## config.mk

```make
export PLATFORM = sky130hd
export DESIGN_NAME = ydc_cell
export DESIGN_NICKNAME = d
export VERILOG_FILES = /design/src/rtl/ydc_pkg.sv /design/src/rtl/ydc_cell.sv
export SDC_FILE = /design/constraint.sdc
export NUM_CORES = 1
export LEC_CHECK = 0
export CAP_MARGIN = 20
export CORE_AREA = 2 2 74 76
export CTS_CLUSTER_SIZE = 12
export DETAILED_ROUTE_END_ITERATION = 6
export DIE_AREA = 0 0 76 78
export DONT_BUFFER_PORTS = 1
export PLACE_DENSITY = 0.76
export REMOVE_ABC_BUFFERS = 1
export SLEW_MARGIN = 20
export SYNTH_ARGS = -nofsm -noshare
export SYNTH_HDL_FRONTEND = slang
export SYNTH_SLANG_ARGS = --single-unit
export TNS_END_PERCENT = 1
```

## constraint.sdc

```tcl
create_clock -name clk -period 3.3 [get_ports clk]
set_input_delay 0.495 -clock clk [delete_from_list [all_inputs] [get_ports clk]]
set_output_delay 0.495 -clock clk [all_outputs]
set_load 0.01 [all_outputs]
```

## src/rtl/ydc_pkg.sv

```systemverilog
package ydc_pkg;

	// Index and count width, covers up to 511 entries
	localparam int IDX_W = 9;
	// Signed width of a stored row or column
	localparam int DAT_W = 12;
	localparam int RANK_W = 15;

	localparam logic [1:0] OP_LOAD = 2'd0;
	localparam logic [1:0] OP_DEL  = 2'd1;
	localparam logic [1:0] OP_READ = 2'd2;

	localparam logic [2:0] ST_OK    = 3'd0;
	localparam logic [2:0] ST_BAD   = 3'd1;
	localparam logic [2:0] ST_ZERO  = 3'd2;
	localparam logic [2:0] ST_FULL  = 3'd3;
	localparam logic [2:0] ST_EMPTY = 3'd4;

	typedef enum logic [2:0] {
		S_IDLE, S_BUILD, S_SCAN, S_EDIT1, S_EDIT2, S_RANK, S_RESP
	} ydc_state_t;

	typedef enum logic [1:0] {P_HOLD, P_INS, P_SHIFT} part_op_t;
	typedef enum logic [2:0] {C_HOLD, C_PUT, C_INS, C_DEL, C_ROT} cor_op_t;

	typedef struct packed {
		logic [IDX_W-1:0]        p;
		logic signed [DAT_W-1:0] r;
		logic signed [DAT_W-1:0] c;
	} cell_data_t;

	typedef struct packed {
		part_op_t                part_op;
		cor_op_t                 cor_op;
		logic [IDX_W-1:0]        pos;
		logic [IDX_W-1:0]        cnt;
		logic [IDX_W-1:0]        part;
		logic signed [DAT_W-1:0] row;
		logic signed [DAT_W-1:0] col;
	} cell_ctl_t;

endpackage

```

## src/rtl/ydc_cell.sv

```systemverilog
module ydc_cell #(
	parameter int IDX = 0
) (
	input  logic               clk,
	input  ydc_pkg::cell_ctl_t  ctl,
	input  ydc_pkg::cell_data_t prv,
	input  ydc_pkg::cell_data_t nxt,
	input  ydc_pkg::cell_data_t head,
	output ydc_pkg::cell_data_t cur
);

	localparam logic [ydc_pkg::IDX_W-1:0] MY_IDX = ydc_pkg::IDX_W'(IDX);

	logic [ydc_pkg::IDX_W-1:0]        p_q;
	logic signed [ydc_pkg::DAT_W-1:0] r_q, c_q;
	logic own_ge, prv_ge;

	assign cur = {p_q, r_q, c_q};
	assign own_ge = p_q >= ctl.part;
	assign prv_ge = (IDX == 0) ? 1'b1 : (prv.p >= ctl.part);

	// Part buffer: sorted insertion or advance toward the head
	always_ff @(posedge clk) begin
		case (ctl.part_op)
			ydc_pkg::P_INS: begin
				if ((MY_IDX < ctl.cnt && !own_ge) || MY_IDX == ctl.cnt) begin
					p_q <= prv_ge ? ctl.part : prv.p;
				end
			end
			ydc_pkg::P_SHIFT: p_q <= nxt.p;
			default: ;
		endcase
	end

	// Corner entry: write, open a slot, close a slot or rotate
	always_ff @(posedge clk) begin
		case (ctl.cor_op)
			ydc_pkg::C_PUT: begin
				if (MY_IDX == ctl.pos) begin
					r_q <= ctl.row;
					c_q <= ctl.col;
				end
			end
			ydc_pkg::C_INS: begin
				if (MY_IDX == ctl.pos) begin
					r_q <= ctl.row;
					c_q <= ctl.col;
				end else if (MY_IDX > ctl.pos) begin
					r_q <= prv.r;
					c_q <= prv.c;
				end
			end
			ydc_pkg::C_DEL: begin
				if (MY_IDX >= ctl.pos) begin
					r_q <= nxt.r;
					c_q <= nxt.c;
				end
			end
			ydc_pkg::C_ROT: begin
				if (MY_IDX == ctl.cnt) begin
					r_q <= head.r;
					c_q <= head.c;
				end else begin
					r_q <= nxt.r;
					c_q <= nxt.c;
				end
			end
			default: ;
		endcase
	end

endmodule

```

# [Word level (Yosys, flattened, before mapping)]
# Index checks and enable logic that the tools add are counted.
[totals] ff_bits=33 word_cells=40 output_inout_bits=33 in_bits=156
[classes] n_reduce_logical=9 eq_ne=10 muxes=14 n_lt_le_gt_ge=4
[ops] op="$mux 12" count=10
[ops] op="$pmux 12 s4" count=2
[ops] op="$logic_not 9->1" count=2
[ops] op="$pmux 9 s2" count=1
[ops] op="$ge 1x9->1 const A" count=1
[ops] op="$ge 9x9->1" count=1
[ops] op="$gt 1x9->1 const A" count=1
[ops] op="$lt 1x9->1 const A" count=1
[ops] op="$mux 9" count=1
[ops] op="$eq 3x2->1 const B" count=2
[ops] op="$ne 2x2->1 const B" count=3
[ops] op="$reduce_and 4->1" count=1
[ops] op="$reduce_bool 4->1" count=1
[ops] op="$eq 3x1->1 const B" count=1
[ops] op="$eq 3x3->1 const B" count=1
[ops] op="$ne 3x3->1 const B" count=1
[ops] op="$eq 2x1->1 const B" count=1
[ops] op="$eq 2x2->1 const B" count=1
[ops] op="$reduce_and 2->1" count=1
[ops] op="$reduce_bool 2->1" count=1
[ops] op="$logic_and 1x1->1" count=1
[ops] op="$logic_not 1->1" count=1
[ops] op="$logic_or 1x1->1" count=1

# [Longest topological paths before layout]
# Gate-level depths: netlist (run 1).
[depth] ltp_word=6 ltp_mapped=6 depth_no_buf=6

# [Least setup slack after synthesis (run 1)]
# Ideal clock, no wire load.
[synth_timing] path_type="input -> register" from="in ctl[47] (netlist name)" to="reg c_q[0] (netlist name) (enable)" setup_time_ns=0.408 t_required_ns=2.892 stages=6 arrival_ns=2.437 path_slack_ns=0.455 cell_sequence="nor4_4 -> and3_1 -> buf_6 -> buf_12 -> o21ai_1 -> o21ai_1"
[synth_via] elab_chain_len=3 elab_cells_between_ends=7 classes_between="order compare: 2; eq/ne: 3; reduce/logical: 2"
[synth_rtl] element="from (decl)" line="ydc_cell.sv:5" text="input ydc_pkg::cell_ctl_t ctl,"
[synth_rtl] element="$gt 1x9->1, or another cell as far along" line="ydc_cell.sv:48" text="end else if (MY_IDX > ctl.pos) begin"
[synth_rtl] element="$ne 3x3->1 (no source line) or $ne 2x2->1 (tied branches)"
[synth_rtl] element="$reduce_and 4->1 (no source line) (*)"
[synth_rtl] element="to (signal assigned)" line="ydc_cell.sv:47" text="c_q <= ctl.col;"
[synth_rtl] element="to (signal assigned)" line="ydc_cell.sv:50" text="c_q <= prv.c;"
[synth_rtl] element="to (signal assigned)" line="ydc_cell.sv:56" text="c_q <= nxt.c;"
[synth_rtl] element="to (decl)" line="ydc_cell.sv:15" text="logic signed [ydc_pkg::DAT_W-1:0] r_q, c_q;"
# Mark *: on every way between the ends. The rest lies on a longest branch, timed or not.
# A chain may end at the register's enable or synchronous reset.

# [Worst setup path in the final report (run 1)]
[layout_timing] from="reg p_q[6] (netlist name)" to="reg p_q[5] (netlist name) (enable)"
[layout_via] elab_chain_len=6
[layout_rtl] element="from (decl)" line="ydc_cell.sv:14" text="logic [ydc_pkg::IDX_W-1:0] p_q;"
[layout_rtl] element="from (signal assigned)" line="ydc_cell.sv:27" text="p_q <= prv_ge ? ctl.part : prv.p;"
[layout_rtl] element="from (signal assigned)" line="ydc_cell.sv:30" text="ydc_pkg::P_SHIFT: p_q <= nxt.p;"
[layout_rtl] element="$ge 9x9->1" line="ydc_cell.sv:19" text="assign own_ge = p_q >= ctl.part;"
[layout_rtl] element="$logic_not 1->1" line="ydc_cell.sv:26" text="if ((MY_IDX < ctl.cnt && !own_ge) || MY_IDX == ctl.cnt) begin"
[layout_rtl] element="$logic_and 1x1->1" line="ydc_cell.sv:26"
[layout_rtl] element="$logic_or 1x1->1" line="ydc_cell.sv:26"
[layout_rtl] element="$ne 2x2->1 (no source line)"
[layout_rtl] element="$reduce_and 2->1 (no source line)"
# No other way between the ends.

==> impl_metrics.json, run 1 <==
{
  "global_route.usage.met3": 0.0826,
  "ff2ff_path_depth": 5,
  "slew_violations": 0,
  "min_path_cells": 2,
  "maxSlewHeadroom": 0.489,
  "cts_max_path_buffers": 2,
  "drcViolationCount": 0,
  "crit_required_ps": 3210,
  "drt_iter0_markers": 85,
  "rsz0062_at_grt": "false",
  "seq_power_share": 0.501,
  "synth_largest_area_cell": "edfxtp_1",
  "tritoncts": "done",
  "num_vias": 2014,
  "fin_nets": 402,
  "die_h_um": 78,
  "sw_frac_of_total": 0.243,
  "synth_top_area_share": 0.386,
  "grtUsageTotal": 0.222,
  "placementRows": 26,
  "finClkSkew_ps": 0.681,
  "synth_seq_area_share": 0.386,
  "die_x_um": 76,
  "grt_pass1_wl_mm": 10.4,
  "r2r-start": "p_q[6]",
  "met2_usage": 0.386,
  "p_int_w": 0.000795,
  "drive_gt1_frac": 0.143,
  "first_pass_iters": 5,
  "pwr-share-clk": 0.348,
  "cts.sinks": 33,
  "power_leakage_nw": 0.986,
  "setup_ws_ps": 1150,
  "critPathKind": "flop to flop",
  "powerDensity_mw_per_mm2": 391,
  "hpwl_mm": 5.16,
  "maxCapViolations": 0,
  "tightest_slew_ps": 762,
  "start_kind": "flop",
  "yosys-top-cells-area": "edfxtp_1 39%, mux2i_1 9.4%, o221ai_2 5.9%, ha_1 4.4%, a22oi_1 4.1%",
  "cts_buffers": 5,
  "io_pins": 189,
  "root_buffer": "clkbuf_8",
  "htreeDepth": 2,
  "synth_cell_types": 38,
  "cts_resized": 0,
  "ys_async_sr_fraction": 0,
  "synth_seq_cells": 33,
  "overflow": 0,
  "grt-busiest-layer": "met2",
  "post-cts-setup-buffer-count": 0,
  "synth-warning-count": 0,
  "period_minus_slack_ps": 2150,
  "use_met1": 0.254,
  "worstSetupEndpointType": "flop",
  "synth-main-ff-cell": "edfxtp_1",
  "p_comb_frac": 0.151,
  "finalWeightedCongestion": 0.776,
  "coreArea_sq_mm": 0.00504,
  "ys_top_cells_by_count": "33 x edfxtp_1, 26 x inv_1, 24 x mux2i_1",
  "peakVddDrop_uv": 233,
  "hold_path.class": "input pin to flop",
  "yosysMostFrequentCell": "edfxtp_1",
  "ctsHoldBuffers": 0,
  "rrSetupSlack_ps": 1150,
  "endpoint": "p_q[5]",
  "status": "completed",
  "setup_viol": 0,
  "crit_path_start": "p_q[6]",
  "grt_pass1_vias": 1987,
  "diodes": 0,
  "dieArea_sq_mm": 0.00593,
  "synthCells": 242,
  "synth-edff-count": 33,
  "tns_ps": 0,
  "clock.fmax_ghz": 0.465,
  "p_sw_w": 0.000255,
  "grt_start_max_net_pins": 37,
  "worst-path-max-fanout": 9,
  "initial_core_util": 0.509,
  "drt-wirelength-per-cell_um": 21.8,
  "syn_avg_cell_area_sq_um": 10.6,
  "place_ws_ps": 956,
  "r2r-end": "p_q[5]",
  "clkTransAtPathRegs_ps": 60,
  "antenna_left": 0,
  "syn-cell-area_sq_mm": 0.00257,
  "viasPerCell": 6.54,
  "insertion_delay_ps": 280,
  "drt-total-wl_mm": 6.73,
  "areaGrowthSynthToFinish_pct": 4.53,
  "hold_start": "nxt[31]",
  "hold_viol_final": 0,
  "worstPathArrival_ps": 2060,
  "grt_antenna_before_repair": 0,
  "portBuffers": 0,
  "fin_crit_sh": 0.652
}
power groups by stage:
| stage | registers (W) | clock network, W | logic [W] |
|---|---|---|---|
| CTS | 0.000527 | 0.000376 | 0.000159 |
| global route | 0.000527 | 0.000398 | 0.000178 |
| floorplan | 0.000530 | 0 | 0.000126 |
| detailed placement | 0.000536 | 0 | 0.000158 |
| global placement | 0.000535 | 0 | 0.000153 |
| finish | 0.000526 | 0.000366 | 0.000158 |
critical path: stages (launching register included):
cell and delay (ps):
edfxtp_1 450, ha_1 320, a21o_1 160, a21oi_1 150, o211ai_1 100, o21ai_1 610
layer usage:
metal	wire, um	part of all wire
met1	2440	0.36
met2	3460	0.51
met3	725	0.11
met4	105	0.016
met5	0	0
placed cells by master, fill, tap and decap left out, drive strengths merged, types with 2 or more instances in the layout:
cell | synthesis | layout
nor3 | 22 | 22
mux2i | 24 | 24
o21ai | 12 | 12
o32ai | 10 | 10
inv | 26 | 26
a21oi | 5 | 5
clkbuf | 7 | 6
edfxtp | 33 | 33
o221ai | 14 | 14
nand2 | 12 | 12
a22oi | 15 | 15
o21a | 10 | 10
nor4 | 2 | 2
and3 | 2 | 2
ha | 9 | 9
buf | 12 | 7
a221oi | 10 | 10
nor2 | 5 | 5
nor2b | 3 | 3
cells by family (layout without fill, tap and decap cells):
logic type | Yosys count | count (layout) | share of synthesized area
flip-flops | 33 | 33 | 0.386
AND/OR/NAND/NOR | 50 | 50 | 0.112
multiplexers | 25 | 25 | 0.0980
AO/OA/AOI/OAI | 80 | 80 | 0.270
adder cells (fa/ha/maj) | 9 | 9 | 0.0439
buffers and inverters | 45 | 41 | 0.0902
state kept, by name, summed over array words and instances (netlist names):
register and flops:
c_q 12, r_q 12, p_q 9
area by class of cell:
class,count,area (sq um)
repair buffers,7,52.6
clock inverters,2,33.8
inverters,26,97.6
multi-input cells,164,1350
well taps,70,87.6
fillers,465,2360
clock buffers,6,72.6
flip-flops and latches,33,991
how the worst min path moves through the flow:
stage / slack (ps) / to
3_3_place_gp: 690 / p_q[7]
4_1_cts: 400 / p_q[7]
6_report: 410 / p_q[7]
3_5_place_dp: 700 / p_q[7]
5_1_grt: 420 / p_q[7]
2_1_floorplan: 680 / p_q[1]
through the flow:
| stage | utilization | cell area, sq um | total power [W] | hold WS [ps] | std cells |
|---|---|---|---|---|---|
| after floorplan | - | 2430 | 0.000656 | 682 | 223 |
| after global placement | 0.511 | 2580 | 0.000688 | 688 | 300 |
| after detailed placement | 0.511 | 2580 | 0.000694 | 699 | 300 |
| after CTS | 0.532 | 2680 | 0.00106 | 404 | 308 |
| after global routing | 0.532 | 2680 | 0.00110 | 418 | 308 |
| final | 0.532 | 2680 | 0.00105 | 413 | 308 |
Note: power is estimated with default switching activity, not from simulation.
==> run 2: changes to the inputs <==
clock period = 2.2 ns   (was 3.3 ns; I/O delays follow)
==> run 2 against run 1 <==
Effect of this change:
- setup slack got worse by 780 ps
- cell count rose by 1.9%
- clock power rose by 20%
- global-route usage rose by 0.17 points
- register-to-register slack got worse by 780 ps
- sequential power rose by 50%
- core utilization rose by 0.50 points
- first-iteration DRC count rose by 4.7%
- combinational power rose by 56%
- critical endpoint is now p_q[8]
==> impl_metrics.json, run 2 (synthesis results as in run 1) <==
{
  "post-cts-setup-buffer-count": 0,
  "worstSetupEndpointType": "flop",
  "power_leakage_nw": 1.01,
  "cts_buffers": 5,
  "drt-total-wl_mm": 6.87,
  "powerDensity_mw_per_mm2": 545,
  "multi_input_area_sq_mm": 0.00135,
  "status": "completed",
  "worst-path-max-fanout": 5,
  "die_h_um": 78,
  "maxCapViolations": 0,
  "root_buffer": "clkbuf_8",
  "period_minus_slack_ps": 1830,
  "setup_viol": 0,
  "antenna_left": 0,
  "sw_frac_of_total": 0.266,
  "crit_required_ps": 2200,
  "tritoncts": "done",
  "finalWeightedCongestion": 0.775,
  "fin_crit_sh": 0.832,
  "hold_path.class": "input pin to flop",
  "grtUsageTotal": 0.224,
  "p_comb_frac": 0.167,
  "grt_antenna_before_repair": 0,
  "p_sw_w": 0.000392,
  "drt_iter0_markers": 89,
  "cts.sinks": 33,
  "critPathKind": "flop to flop",
  "register_area_sq_um": 991,
  "cts_max_path_buffers": 2,
  "coreArea_sq_mm": 0.00504,
  "grt_start_max_net_pins": 31,
  "die_x_um": 76,
  "dieArea_sq_mm": 0.00593,
  "stdcell_area_sq_mm": 0.00271,
  "io_pins": 189,
  "placementRows": 26,
  "finish.utilization": 0.537,
  "hpwl_mm": 5.25,
  "clock.fmax_ghz": 0.546,
  "overflow": 0,
  "grt_pass1_wl_mm": 10.4,
  "portBuffers": 0,
  "rsz0062_at_grt": "false",
  "layout_commonest_cell": "edfxtp_1",
  "areaGrowthSynthToFinish_pct": 5.51,
  "worstPathArrival_ps": 1830,
  "peakVddDrop_uv": 272,
  "finClkSkew_ps": 0.739,
  "ctsHoldBuffers": 0,
  "tightest_slew_ps": 585,
  "drt-wirelength-per-cell_um": 21.9,
  "hold_viol_final": 0,
  "cts_resized": 0,
  "pwr-share-clk": 0.298,
  "clkTransAtPathRegs_ps": 70,
  "seq_power_share": 0.535,
  "drcViolationCount": 0,
  "fillerInstances": 445,
  "place_area_sq_mm": 0.00262,
  "drive_gt1_frac": 0.172,
  "diodes": 0,
  "layout_common_cells": "33 x edfxtp_1, 26 x inv_1, 24 x mux2i_1",
  "num_vias": 2135,
  "viasPerCell": 6.80,
  "maxSlewHeadroom": 0.610,
  "htreeDepth": 2,
  "first_pass_iters": 5,
  "initial_core_util": 0.509,
  "insertion_delay_ps": 280,
  "grt_pass1_vias": 2067,
  "p_int_w": 0.00108,
  "start_kind": "flop",
  "reg_top3": "c_q: 12 flops, r_q: 12 flops, p_q: 9 flops",
  "slew_violations": 0,
  "fin_nets": 408
}
[run 2: changes by cell type in the layout (fill, tap and decap cells not counted)]
| cell | change |
|---|---|
| clkinv_2 | +2 |
| buf_4 | +6 |
| bufinv_16 | -1 |
| clkinvlp_4 | +1 |
| clkinv_1 | -1 |
| clkbuf_1 | -1 |
[run 2: metal layers]
layer	up-vias	global-route usage	routed length [um]
met4	0	0.0764	112
li1	955	-	-
met5	-	0	0
met2	141	0.396	3610
met3	13	0.0744	623
met1	1026	0.254	2520
[run 2: final timing paths]
path / end / slack, ps / cells after the start / startpoint
setup reg to reg: p_q[8] / 370 / 6 / p_q[6]
hold reg to reg: p_q[2] / 1100 / 5 / p_q[8]
hold / removal: p_q[7] / 250 / 2 / nxt[31]
setup / recovery: p_q[8] / 370 / 6 / p_q[6]
[run 2: through the flow]
stage	instances	hold WS [ps]	setup TNS (ps)	setup WS [ps]	total power, W
2_1_floorplan	223	517	-16720	-697	0.000983
3_3_place_gp	306	523	0	405	0.00104
3_5_place_dp	306	536	0	364	0.00105
4_1_cts	314	240	0	363	0.00149
5_1_grt	314	261	0	293	0.00155
6_report	314	247	0	369	0.00147
[run 2: cell type report]
cell class,count,share of cell area
multi-input combinational,164,0.498
sequential,33,0.366
timing repair buffer,13,0.0360
inverter,26,0.0360
tap,70,0.0323
clock buffer,5,0.0254
clock inverter,3,0.00647
[run 2: power by group through the flow]
stage          Clock [W]  Sequential, W  Combinational, W
4_1_cts         0.000454       0.000790          0.000248
6_report        0.000439       0.000789          0.000247
3_3_place_gp           0       0.000802          0.000236
3_5_place_dp           0       0.000803          0.000247
5_1_grt         0.000484       0.000793          0.000277
2_1_floorplan          0       0.000794          0.000189
[run 2: critical path: stages (launching register included)]
cell and delay, ps:
edfxtp_1 460, ha_1 330, a21o_1 160, a21oi_1 150, o211ai_1 100, o21ai_1 180, buf_4 170
